===== config.mk =====
export PLATFORM = sky130hd
export DESIGN_NAME = stable_priority_queue_flat
export DESIGN_NICKNAME = d
export VERILOG_FILES = /design/src/sv/spq_pkg.sv /design/src/sv/spq_req_if.sv /design/src/sv/spq_rsp_if.sv /design/src/sv/spq_cell.sv /design/src/sv/stable_priority_queue.sv /design/src/flat_wrapper.sv
export VERILOG_INCLUDE_DIRS = /design/src /design/src/sv
export SDC_FILE = /design/constraint.sdc
export NUM_CORES = 1
export LEC_CHECK = 0
export ABC_AREA = 1
export ABC_CLOCK_PERIOD_IN_PS = 3500
export BUFFER_PORTS_ARGS = -buffer_cell sky130_fd_sc_hd__buf_4
export CAP_MARGIN = 40
export CELL_PAD_IN_SITES_DETAIL_PLACEMENT = 0
export CELL_PAD_IN_SITES_GLOBAL_PLACEMENT = 1
export CORE_ASPECT_RATIO = 1.25
export CORE_MARGIN = 5
export CORE_UTILIZATION = 48
export CTS_BUF_LIST = sky130_fd_sc_hd__clkbuf_4 sky130_fd_sc_hd__clkbuf_8 sky130_fd_sc_hd__clkbuf_16
export DETAILED_ROUTE_END_ITERATION = 10
export HOLD_SLACK_MARGIN = 0.08
export PLACE_DENSITY_LB_ADDON = 0.1
export SLEW_MARGIN = 20
export SYNTH_ARGS = -nofsm -noshare
export SYNTH_HDL_FRONTEND = slang
export SYNTH_SLANG_ARGS = --single-unit

===== constraint.sdc =====
create_clock -name i_clk -period 3.5 [get_ports i_clk]
set_input_delay 0.175 -clock i_clk [delete_from_list [all_inputs] [get_ports i_clk]]
set_output_delay 0.175 -clock i_clk [all_outputs]
set_load 0.02 [all_outputs]

===== src/sv/stable_priority_queue_macros.svh =====
// Assertion macros used by the stable priority queue RTL.
`ifndef STABLE_PRIORITY_QUEUE_MACROS_SVH
`define STABLE_PRIORITY_QUEUE_MACROS_SVH

// Same-cycle implication, checked out of reset.
`define SPQ_ASSERT_NOW(label, clk, rst_n, ante, cons, msg) \
    label: assert property (@(posedge clk) disable iff (!rst_n) (ante) |-> (cons)) \
        else $error(msg);

// Next-cycle implication, checked out of reset.
`define SPQ_ASSERT_NEXT(label, clk, rst_n, ante, cons, msg) \
    label: assert property (@(posedge clk) disable iff (!rst_n) (ante) |=> (cons)) \
        else $error(msg);

`endif


===== src/sv/spq_pkg.sv =====
// Types and codes shared by the stable priority queue modules.
`default_nettype none

package spq_pkg;

    // Input kind codes
    localparam logic KIND_INSERT = 1'b0;
    localparam logic KIND_POP    = 1'b1;

    // Result status codes
    typedef enum logic [1:0] {
        ST_DONE  = 2'd0,
        ST_EMPTY = 2'd1,
        ST_FULL  = 2'd2
    } t_status;

    // One stored entry
    typedef struct packed {
        logic [7:0] id;
        logic [2:0] prio;
    } t_entry;

    // Operation broadcast to every cell
    typedef enum logic [1:0] {
        OP_HOLD   = 2'd0,
        OP_INSERT = 2'd1,
        OP_POP    = 2'd2
    } t_op;

    typedef struct packed {
        t_op    op;
        t_entry entry;
    } t_cell_cmd;

    // Registered result word
    typedef struct packed {
        t_status    status;
        logic [7:0] out_id;
        logic [2:0] out_prio;
        logic [4:0] occupancy;
    } t_rsp;

endpackage

`default_nettype wire


===== src/sv/spq_req_if.sv =====
// Request channel: valid/ready handshake carrying one queue command word.
`default_nettype none

interface spq_req_if;
    logic       valid;
    logic       ready;
    logic       kind;
    logic [7:0] request_id;
    logic [2:0] prio;

    modport source (output valid, output kind, output request_id, output prio,
                    input ready);
    modport sink   (input valid, input kind, input request_id, input prio,
                    output ready);
endinterface

`default_nettype wire


===== src/sv/spq_rsp_if.sv =====
// Response channel: valid/ready handshake carrying one result word.
`default_nettype none

interface spq_rsp_if;
    logic       valid;
    logic       ready;
    logic [1:0] status;
    logic [7:0] out_id;
    logic [2:0] out_prio;
    logic [4:0] occupancy;

    modport source (output valid, output status, output out_id, output out_prio,
                    output occupancy, input ready);
    modport sink   (input valid, input status, input out_id, input out_prio,
                    input occupancy, output ready);
endinterface

`default_nettype wire


===== src/sv/spq_cell.sv =====
// One slot of the sorted chain: holds an entry, shifts left or right, or takes a new entry.
`default_nettype none

module spq_cell (
    input  wire logic              i_clk,
    input  wire spq_pkg::t_cell_cmd i_cmd,
    input  wire logic              i_occ,
    input  wire spq_pkg::t_entry   i_left,
    input  wire logic              i_left_behind,
    input  wire spq_pkg::t_entry   i_right,
    output spq_pkg::t_entry        o_entry,
    output logic                   o_behind
);

    spq_pkg::t_entry r_entry;
    spq_pkg::t_entry n_entry;

    // New entry must go behind this slot when it holds equal or higher priority
    assign o_behind = i_occ && (r_entry.prio >= i_cmd.entry.prio);
    assign o_entry  = r_entry;

    // Pick the next slot content
    always_comb begin
        n_entry = r_entry;
        unique case (i_cmd.op)
            spq_pkg::OP_INSERT: begin
                if (o_behind) begin
                    n_entry = r_entry;
                end else if (i_left_behind) begin
                    n_entry = i_cmd.entry;
                end else begin
                    n_entry = i_left;
                end
            end
            spq_pkg::OP_POP: begin
                n_entry = i_right;
            end
            default: begin
                n_entry = r_entry;
            end
        endcase
    end

    always_ff @(posedge i_clk) begin
        r_entry <= n_entry;
    end

endmodule

`default_nettype wire


===== src/sv/stable_priority_queue.sv =====
// A result word is registered when its command word is accepted and is valid in the next cycle.
// Throughput: one insert or pop per cycle while results are taken; every cell of the chain updates in parallel.
// The output register frees the next command whenever the result is taken or absent.
// Reset (synchronous, active low) empties the queue and drops any pending result;
// slot contents are left as they are and no clearing pass is needed.
`default_nettype none

`include "stable_priority_queue_macros.svh"

module stable_priority_queue #(
    parameter int CAPACITY = 16
) (
    input  wire logic  i_clk,
    input  wire logic  i_rst_n,
    spq_req_if.sink    i_req,
    spq_rsp_if.source  o_rsp
);

    localparam int CW = $clog2(CAPACITY + 1);

    logic [CW-1:0]       r_count;
    logic [CW-1:0]       n_count;
    logic                r_rsp_valid;
    logic                n_rsp_valid;
    spq_pkg::t_rsp       r_rsp;
    spq_pkg::t_rsp       n_rsp;
    spq_pkg::t_cell_cmd  w_cmd;
    spq_pkg::t_entry     w_entry [CAPACITY];
    logic                w_behind [CAPACITY];
    logic                w_occ [CAPACITY];
    logic                w_acc;
    logic                w_full;
    logic                w_empty;
    logic [CW+4:0]       w_count_wide;

    // Handshake and queue state flags
    assign i_req.ready = !r_rsp_valid || o_rsp.ready;
    assign w_acc       = i_req.valid && i_req.ready;
    assign w_full      = (r_count == CW'(CAPACITY));
    assign w_empty     = (r_count == '0);

    // Build the command broadcast to all cells
    always_comb begin
        w_cmd.entry.id   = i_req.request_id;
        w_cmd.entry.prio = i_req.prio;
        w_cmd.op         = spq_pkg::OP_HOLD;
        if (w_acc && (i_req.kind == spq_pkg::KIND_INSERT) && !w_full) begin
            w_cmd.op = spq_pkg::OP_INSERT;
        end else if (w_acc && (i_req.kind == spq_pkg::KIND_POP) && !w_empty) begin
            w_cmd.op = spq_pkg::OP_POP;
        end
    end

    // Chain of slots, head at index 0
    for (genvar g = 0; g < CAPACITY; g++) begin : g_cell
        assign w_occ[g] = (r_count > CW'(g));
        if (g == 0) begin : g_head
            if (CAPACITY > 1) begin : g_right
                spq_cell u_cell (
                    .i_clk         (i_clk),
                    .i_cmd         (w_cmd),
                    .i_occ         (w_occ[g]),
                    .i_left        (w_cmd.entry),
                    .i_left_behind (1'b1),
                    .i_right       (w_entry[g+1]),
                    .o_entry       (w_entry[g]),
                    .o_behind      (w_behind[g])
                );
            end
        end else if (g == CAPACITY - 1) begin : g_tail
            spq_cell u_cell (
                .i_clk         (i_clk),
                .i_cmd         (w_cmd),
                .i_occ         (w_occ[g]),
                .i_left        (w_entry[g-1]),
                .i_left_behind (w_behind[g-1]),
                .i_right       (w_entry[g]),
                .o_entry       (w_entry[g]),
                .o_behind      (w_behind[g])
            );
        end else begin : g_mid
            spq_cell u_cell (
                .i_clk         (i_clk),
                .i_cmd         (w_cmd),
                .i_occ         (w_occ[g]),
                .i_left        (w_entry[g-1]),
                .i_left_behind (w_behind[g-1]),
                .i_right       (w_entry[g+1]),
                .o_entry       (w_entry[g]),
                .o_behind      (w_behind[g])
            );
        end
    end

    // Advance the entry count
    always_comb begin
        n_count = r_count;
        unique case (w_cmd.op)
            spq_pkg::OP_INSERT: n_count = r_count + CW'(1);
            spq_pkg::OP_POP:    n_count = r_count - CW'(1);
            default:            n_count = r_count;
        endcase
    end

    assign w_count_wide = {5'd0, n_count};

    // Form the result word and the output valid
    always_comb begin
        n_rsp.status    = spq_pkg::ST_DONE;
        n_rsp.out_id    = 8'd0;
        n_rsp.out_prio  = 3'd0;
        n_rsp.occupancy = w_count_wide[4:0];
        if (w_acc && (i_req.kind == spq_pkg::KIND_INSERT) && w_full) begin
            n_rsp.status = spq_pkg::ST_FULL;
        end else if (w_acc && (i_req.kind == spq_pkg::KIND_POP) && w_empty) begin
            n_rsp.status = spq_pkg::ST_EMPTY;
        end else if (w_cmd.op == spq_pkg::OP_POP) begin
            n_rsp.out_id   = w_entry[0].id;
            n_rsp.out_prio = w_entry[0].prio;
        end
        priority if (w_acc) begin
            n_rsp_valid = 1'b1;
        end else if (o_rsp.ready) begin
            n_rsp_valid = 1'b0;
        end else begin
            n_rsp_valid = r_rsp_valid;
        end
    end

    always_ff @(posedge i_clk) begin
        if (!i_rst_n) begin
            r_count     <= '0;
            r_rsp_valid <= 1'b0;
        end else begin
            r_count     <= n_count;
            r_rsp_valid <= n_rsp_valid;
        end
    end

    // Hold the result word until a new command is accepted
    always_ff @(posedge i_clk) begin
        if (w_acc) begin
            r_rsp <= n_rsp;
        end
    end

    assign o_rsp.valid     = r_rsp_valid;
    assign o_rsp.status    = r_rsp.status;
    assign o_rsp.out_id    = r_rsp.out_id;
    assign o_rsp.out_prio  = r_rsp.out_prio;
    assign o_rsp.occupancy = r_rsp.occupancy;

    // Checks on the count, the ordering of the chain and the popped word
    `SPQ_ASSERT_NOW(a_count_bound, i_clk, i_rst_n, 1'b1, r_count <= CW'(CAPACITY), "count above capacity")
    `SPQ_ASSERT_NOW(a_head_sorted, i_clk, i_rst_n, r_count >= CW'(2), w_entry[0].prio >= w_entry[1].prio, "head out of order")
    `SPQ_ASSERT_NEXT(a_insert_grows, i_clk, i_rst_n, w_cmd.op == spq_pkg::OP_INSERT, r_count == $past(r_count) + CW'(1), "insert did not grow count")
    `SPQ_ASSERT_NEXT(a_pop_head, i_clk, i_rst_n, w_cmd.op == spq_pkg::OP_POP, r_rsp.out_prio == $past(w_entry[0].prio), "popped word is not the head")

endmodule

`default_nettype wire


===== src/flat_wrapper.sv =====
// flat-port wrapper written by rule: the top's interface ports become plain ports
module stable_priority_queue_flat 
#(
    parameter int CAPACITY = 16
)
  (i_clk, i_rst_n, i_req_valid, i_req_kind, i_req_request_id, i_req_prio, i_req_ready, o_rsp_valid, o_rsp_status, o_rsp_out_id, o_rsp_out_prio, o_rsp_occupancy, o_rsp_ready);
  spq_req_if i_req_i ();
  spq_rsp_if o_rsp_i ();
  input  wire logic i_clk;
  input  wire logic i_rst_n;
  input wire logic [$bits(i_req_i.valid)-1:0] i_req_valid;
  input wire logic [$bits(i_req_i.kind)-1:0] i_req_kind;
  input wire logic [$bits(i_req_i.request_id)-1:0] i_req_request_id;
  input wire logic [$bits(i_req_i.prio)-1:0] i_req_prio;
  output wire logic [$bits(i_req_i.ready)-1:0] i_req_ready;
  output wire logic [$bits(o_rsp_i.valid)-1:0] o_rsp_valid;
  output wire logic [$bits(o_rsp_i.status)-1:0] o_rsp_status;
  output wire logic [$bits(o_rsp_i.out_id)-1:0] o_rsp_out_id;
  output wire logic [$bits(o_rsp_i.out_prio)-1:0] o_rsp_out_prio;
  output wire logic [$bits(o_rsp_i.occupancy)-1:0] o_rsp_occupancy;
  input wire logic [$bits(o_rsp_i.ready)-1:0] o_rsp_ready;
  assign i_req_i.valid = i_req_valid;
  assign i_req_i.kind = i_req_kind;
  assign i_req_i.request_id = i_req_request_id;
  assign i_req_i.prio = i_req_prio;
  assign i_req_ready = i_req_i.ready;
  assign o_rsp_valid = o_rsp_i.valid;
  assign o_rsp_status = o_rsp_i.status;
  assign o_rsp_out_id = o_rsp_i.out_id;
  assign o_rsp_out_prio = o_rsp_i.out_prio;
  assign o_rsp_occupancy = o_rsp_i.occupancy;
  assign o_rsp_i.ready = o_rsp_ready;
  stable_priority_queue #(.CAPACITY(CAPACITY)) u_core (.i_clk(i_clk), .i_rst_n(i_rst_n), .i_req(i_req_i), .o_rsp(o_rsp_i));
endmodule

**Word level (Yosys, flattened, before mapping)**

Index checks and enable logic that the tools add are counted.

- Latch bits: 0
- Input bits: 16
- Bits in writable memories: 0
- Register bits after elaboration: 200
- Memories: 0
- Bits in read-only memories: 0

- Multipliers: 0
- Multiplexer cells: 51
- Add/sub/neg operators: 2
- Reduce and logical (&&, ||, !) cells: 47
- Divide/modulo/power cells: 0
- Magnitude comparators: 32
- Bitwise logic cells: 3
- Shift-type cells: 0
- Equality and inequality tests: 18

Operators with widths:

| operator | count |
|---|---|
| 11-bit 2-to-1 mux | 30 |
| 11-bit case mux with 2 select lines | 15 |
| 3-bit greater-or-equal comparator | 16 |
| 5-bit by 4-bit greater-than comparator with 1-bit output (second input constant) | 8 |
| 2-bit AND reduction | 16 |
| 2-bit != test (second input constant) | 15 |
| 1-bit logical AND | 23 |
| 5-bit by 3-bit greater-than comparator with 1-bit output (second input constant) | 4 |
| 5-bit by 1-bit greater-than comparator with 1-bit output (second input constant) | 2 |
| 5-bit by 2-bit greater-than comparator with 1-bit output (second input constant) | 2 |
| 5-bit case mux with 2 select lines | 1 |
| 5-bit by 1-bit adder with 5-bit output (second input constant) | 1 |
| 5-bit equality test (second input constant) | 1 |
| 5-bit zero test | 1 |
| 5-bit by 1-bit subtractor with 5-bit output (second input constant) | 1 |
| 2-bit 2-to-1 mux | 2 |
| 2-bit nonzero test | 2 |
| 1-bit zero test | 3 |
| 1-bit 2-to-1 mux | 3 |
| 1-bit NOT | 3 |
| 3-bit OR reduction | 1 |
| 2-bit by 1-bit equality test with 1-bit output (second input constant) | 1 |
| 2-bit equality test (second input constant) | 1 |
| 1-bit logical OR | 1 |

**Depth between registers and ports, before layout**

- Depth after elaboration: 10
- Depth in mapped cells: 11
- Depth with buffers taken out: 10

**Modules after synthesis**

From an unflattened synthesis, not the netlist that was laid out.

- Cell total of the unflattened synthesis: 1,444
- Area total of the unflattened synthesis: 12,239.2 um^2

Modules (own cells, without submodules):

| module | cells an instance | seq. area each (um^2) | area an instance (um^2) | times used |
|---|---|---|---|---|
| spq_cell | 80 | 330.3 | 680.7 | 16 |
| stable_priority_queue | 164 | 660.6 | 1,348.8 | 1 |

**Worst setup path after synthesis**

Ideal clock, no wire load.

- Kind: input-to-reg
- Start: input port i_req_prio[2]
- End: register u_core.g_cell[3].g_mid.u_cell.r_entry (netlist bit u_core.g_cell[3].g_mid.u_cell.o_entry[0]) (enable)
- Library setup time: 394 ps
- Path buffers: 2
- Data required time: 3,106 ps
- Data arrival time: 2,684 ps
- Stages on the path: 9
- Path slack: 421 ps
- Path through: inv_1 clkbuf_1 ha_1 a21oi_1 nand3_1 nand2_1 buf_2 inv_1 o21ai_0

- Longest elaborated chain between the ends: 4

RTL lines:

| item | line | text |
|---|---|---|
| start: declaration | flat_wrapper.sv:14 | `input wire logic [$bits(i_req_i.prio)-1:0] i_req_prio;` |
| 3-bit greater-or-equal comparator | spq_cell.sv:19 | `assign o_behind = i_occ && (r_entry.prio >= i_cmd.entry.prio);` |
| 1-bit logical AND | spq_cell.sv:19 |  |
| 2-bit != test (no source line) | - |  |
| 2-bit AND reduction (no source line) | - |  |
| end signal: assignment | spq_cell.sv:45 | `r_entry <= n_entry;` |
| end: declaration | spq_cell.sv:15 | `spq_pkg::t_entry r_entry;` |

Every way passes these cells.
A chain may end at the register's enable or synchronous reset.

**Worst setup path after layout**

- Start: input port i_req_prio[2]
- End: register u_core.g_cell[11].g_mid.u_cell.r_entry (netlist bit u_core.g_cell[11].g_mid.u_cell.o_entry[0]) (enable)

- Longest elaborated chain between the ends: 4

RTL lines:

| item | line |
|---|---|
| 3-bit greater-or-equal comparator | spq_cell.sv:19 |
| 1-bit logical AND | spq_cell.sv:19 |
| 2-bit != test (no source line) | - |
| 2-bit AND reduction (no source line) | - |
| end signal: assignment | spq_cell.sv:45 |
| end: declaration | spq_cell.sv:15 |

Every way passes these cells.

==> parameters.txt <==
Parameter                              Value

Worst setup path
  Reg2Reg Setup Slack    750 ps
  Critical Path Source Type    primary input
  Critical path capture point type    flop
  Critical-path maximum fanout    12
  Worst EP required    3590 ps
  Setup Crit Path Kind    primary input to flop
  Data arrival at the endpoint of the critical path    3010 ps

Logic synthesis
  Cell type with the highest aggregate area in the netlist    edfxtp_1
  Register area share after synthesis    0.4880
  Most numerous cell types in the synthesized netlist    602 x nand2_1, 237 x nand3_1, 194 x edfxtp_1, 184 x inv_1, 54 x ha_1
  Biggest area contributors in the synthesized netlist    edfxtp_1 48%, nand2_1 19%, nand3_1 9.7%, inv_1 5.7%, ha_1 5.5%
  Netlist cell types    30
  Combined area of all synthesized cells    12180 µm²
  YS warnings    0
  Fraction of synthesis flops using an asynchronous set or reset pin    0
  Fraction of post-synthesis cell area in the top cell type by area    0.4781
  Most instantiated library cell after synthesis    nand2_1
  Average cell area after synthesis    7.948 µm²
  Primary FF master, synth    edfxtp_1
  Number of flops mapped to enable cells by yosys    194
  Post-Synthesis Cells    1533
  Yosys reg bits    200
  Post-Synthesis Net Count    1603

Global routing
  Pin count of the biggest net entering global routing    90
  Global-route wire length before repair    51.82 mm
  Number of global-route vias before repair    9779
  Antenna violations before repair    0
  Grt ovf    0
  Total GRT Usage    0.2277

Floorplan
  Site row count    65
  I/O Pins    36
  Die X    152.5 µm
  Total Die Area    28690 µm²
  Initial standard-cell utilization of the core    0.4848
  Core region area    25130 µm²
  Height of the die    188.1 µm

Timing
  FMAX    0.3421 GHz
  Final sum of negative setup slack    0 ps
  Hold violation total from the final report    0
  Final-report max-slew violation count    0
  Setup repair after global routing missed its margin    no
  Relative max-transition margin    0.4216
  Worst clock skew    9.800 ps
  Endpoints failing setup    0
  Final worst-path setup slack    576.9 ps
  Worst Max-Slew Pin Slew    866.6 ps
  Shortest clock period the worst path allows after layout    2923 ps
  Final cycle utilization of the critical path    0.8352

Cells and area
  Final design instance area without fill    13400 µm²
  Fin nets    1617
  Footprint of the multi-input gates    5016 µm²
  Fraction of layout cells with a size suffix above 1    0.08087
  Synth-to-Final Area Change    9.971%
  Register area    5946 µm²
  Number of filler instances in the final layout    2477
  Antenna diode count    0
  Final Instance Count excl. Fillers    1893

Placement
  Setup Slack @ Placement    722.1 ps
  Instance area after placement    12710 µm²
  Placed cell count    1851
  HPWL after detailed placement    23.53 mm
  GP Congestion    0.8251
  Number of buffer cells added on primary ports    35

Clock network
  CTS Hold Buffers Added    12
  Reg clk slew, reported paths    70 ps
  Clock buffers created by TritonCTS    17
  Post-CTS setup buffer count    0
  CTS Root Cell    clkbuf_16
  Sink Count    200
  Clock tree from TritonCTS    yes
  Number of H-tree levels    4
  Number of resized instances in the post-cts repair step    0
  Maximum root-to-sink buffer count    2
  Worst skew pair latency    440 ps

Detailed routing
  Count of routing violations after the opening detailed-route iteration    690
  WL per Instance    17.32 µm
  Total number of vias    9950
  Vias per std cell    5.256
  Total wire length after detailed routing    32.78 mm
  Post-route DRC violation count    0
  Drt first pass iters    5
  Number of routed nets with antenna violations    0

Power and ir drop
  Maximum vdd ir drop    348.5 µV
  Leakage component of the power    6.450 nW
  Power Dens Cells    600.8 nW/µm²

Flow run
  Number of maximum-capacitance violations    0

Outcome
  Status    finished clean

Hold path
  Min-Delay Path Class    primary input to flop
==> state kept, by name, indices dropped and copies added (netlist names) <==
signal                                       count
u_core.g_cell.g_head.g_right.u_cell.o_entry     11
u_core.g_cell.g_mid.u_cell.o_entry             154
u_core.g_cell.g_tail.u_cell.o_entry             11
u_core.o_rsp.occupancy                           5
u_core.o_rsp.out_id                              8
u_core.o_rsp.out_prio                            3
u_core.o_rsp.status                              2
u_core.o_rsp.valid                               1
u_core.r_count                                   5
==> worst paths after layout <==
path,endpoint,depth (start not counted),from
max,u_core.g_cell[11].g_mid.u_cell.o_entry[0]$_DFFE_PP_,9,i_req_prio[2]
min,u_core.g_cell[0].g_head.g_right.u_cell.o_entry[3]$_DFFE_PP_,3,i_req_request_id[0]
max reg2reg,u_core.g_cell[5].g_mid.u_cell.o_entry[9]$_DFFE_PP_,7,u_core.r_count[0]$_SDFF_PN0_
min reg2reg,u_core.g_cell[14].g_mid.u_cell.o_entry[6]$_DFFE_PP_,2,u_core.g_cell[15].g_tail.u_cell.o_entry[6]$_DFFE_PP_
==> cell families after synthesis <==
family | after synthesis | synth area share
DFF | 200 | 0.4880
AOI/OAI and AO/OA | 92 | 0.04138
buffers and inverters | 281 | 0.1017
and+or+nand+nor | 904 | 0.3121
adders and majority gates | 54 | 0.05545
xor gates and xnor gates | 2 | 0.001438
==> cell usage in the layout, fill, tap and decap left out, types with 3 or more instances in the layout <==
cell and count:
nand2_1 602, edfxtp_1 194, buf_4 67, o211ai_1 6, clkbuf_16 17, inv_1 184, dfxtp_1 6, a21oi_1 21
nand3_1 237, nand2_2 5, nand4_1 13, nor2_2 3, buf_8 5, inv_6 4, inv_2 5, nand3b_1 8
o21ai_1 34, o21ai_0 20, nor2_1 30, ha_1 54, o21ai_2 3, dlygate4sd3_1 12, a31oi_1 6
==> final cells by class <==
class | instances | share of cell area
Tap cell | 335 | 0.03128
Clock inverter | 11 | 0.009245
Sequential cell | 200 | 0.4437
Clock buffer | 19 | 0.03287
Inverter | 190 | 0.05341
Multi-Input combinational cell | 1052 | 0.3744
Timing Repair Buffer | 86 | 0.05509
==> report_power, final <==
| part | switching, mW | internal [mW] |
|---|---|---|
| Clock | 0.885 | 1.06 |
| Combinational | 1.66 | 0.830 |
| Sequential | 0.276 | 3.34 |
| Total | 2.82 | 5.23 |
==> metal layers <==
metal,wire length [µm],track usage,vias to the layer above,share of wire
li1,-,-,5018,-
met1,13620,0.2751,4646,0.42
met2,17150,0.4209,241,0.52
met3,1323,0.03186,45,0.040
met4,691,0.06856,0,0.021
met5,0,0,-,0
==> per-stage QoR <==
step	total power [mW]	utilization	hold slack [ps]
after floorplan	5.415	-	342.1
after global placement	6.069	0.5027	472.5
after detailed placement	6.135	0.5060	481.8
after CTS	8.108	0.5332	87.51
after global routing	8.587	0.5332	111.3
final	8.051	0.5332	95.92
==> critical path: stages <==
cell,delay (ps)
dlygate4sd3_1,540
buf_4,140
inv_1,340
ha_1,340
a21oi_1,170
nand3_1,360
nand3_1,470
nand2_1,90
nand2_1,380
No activity file was read; power rests on OpenSTA's default activity.
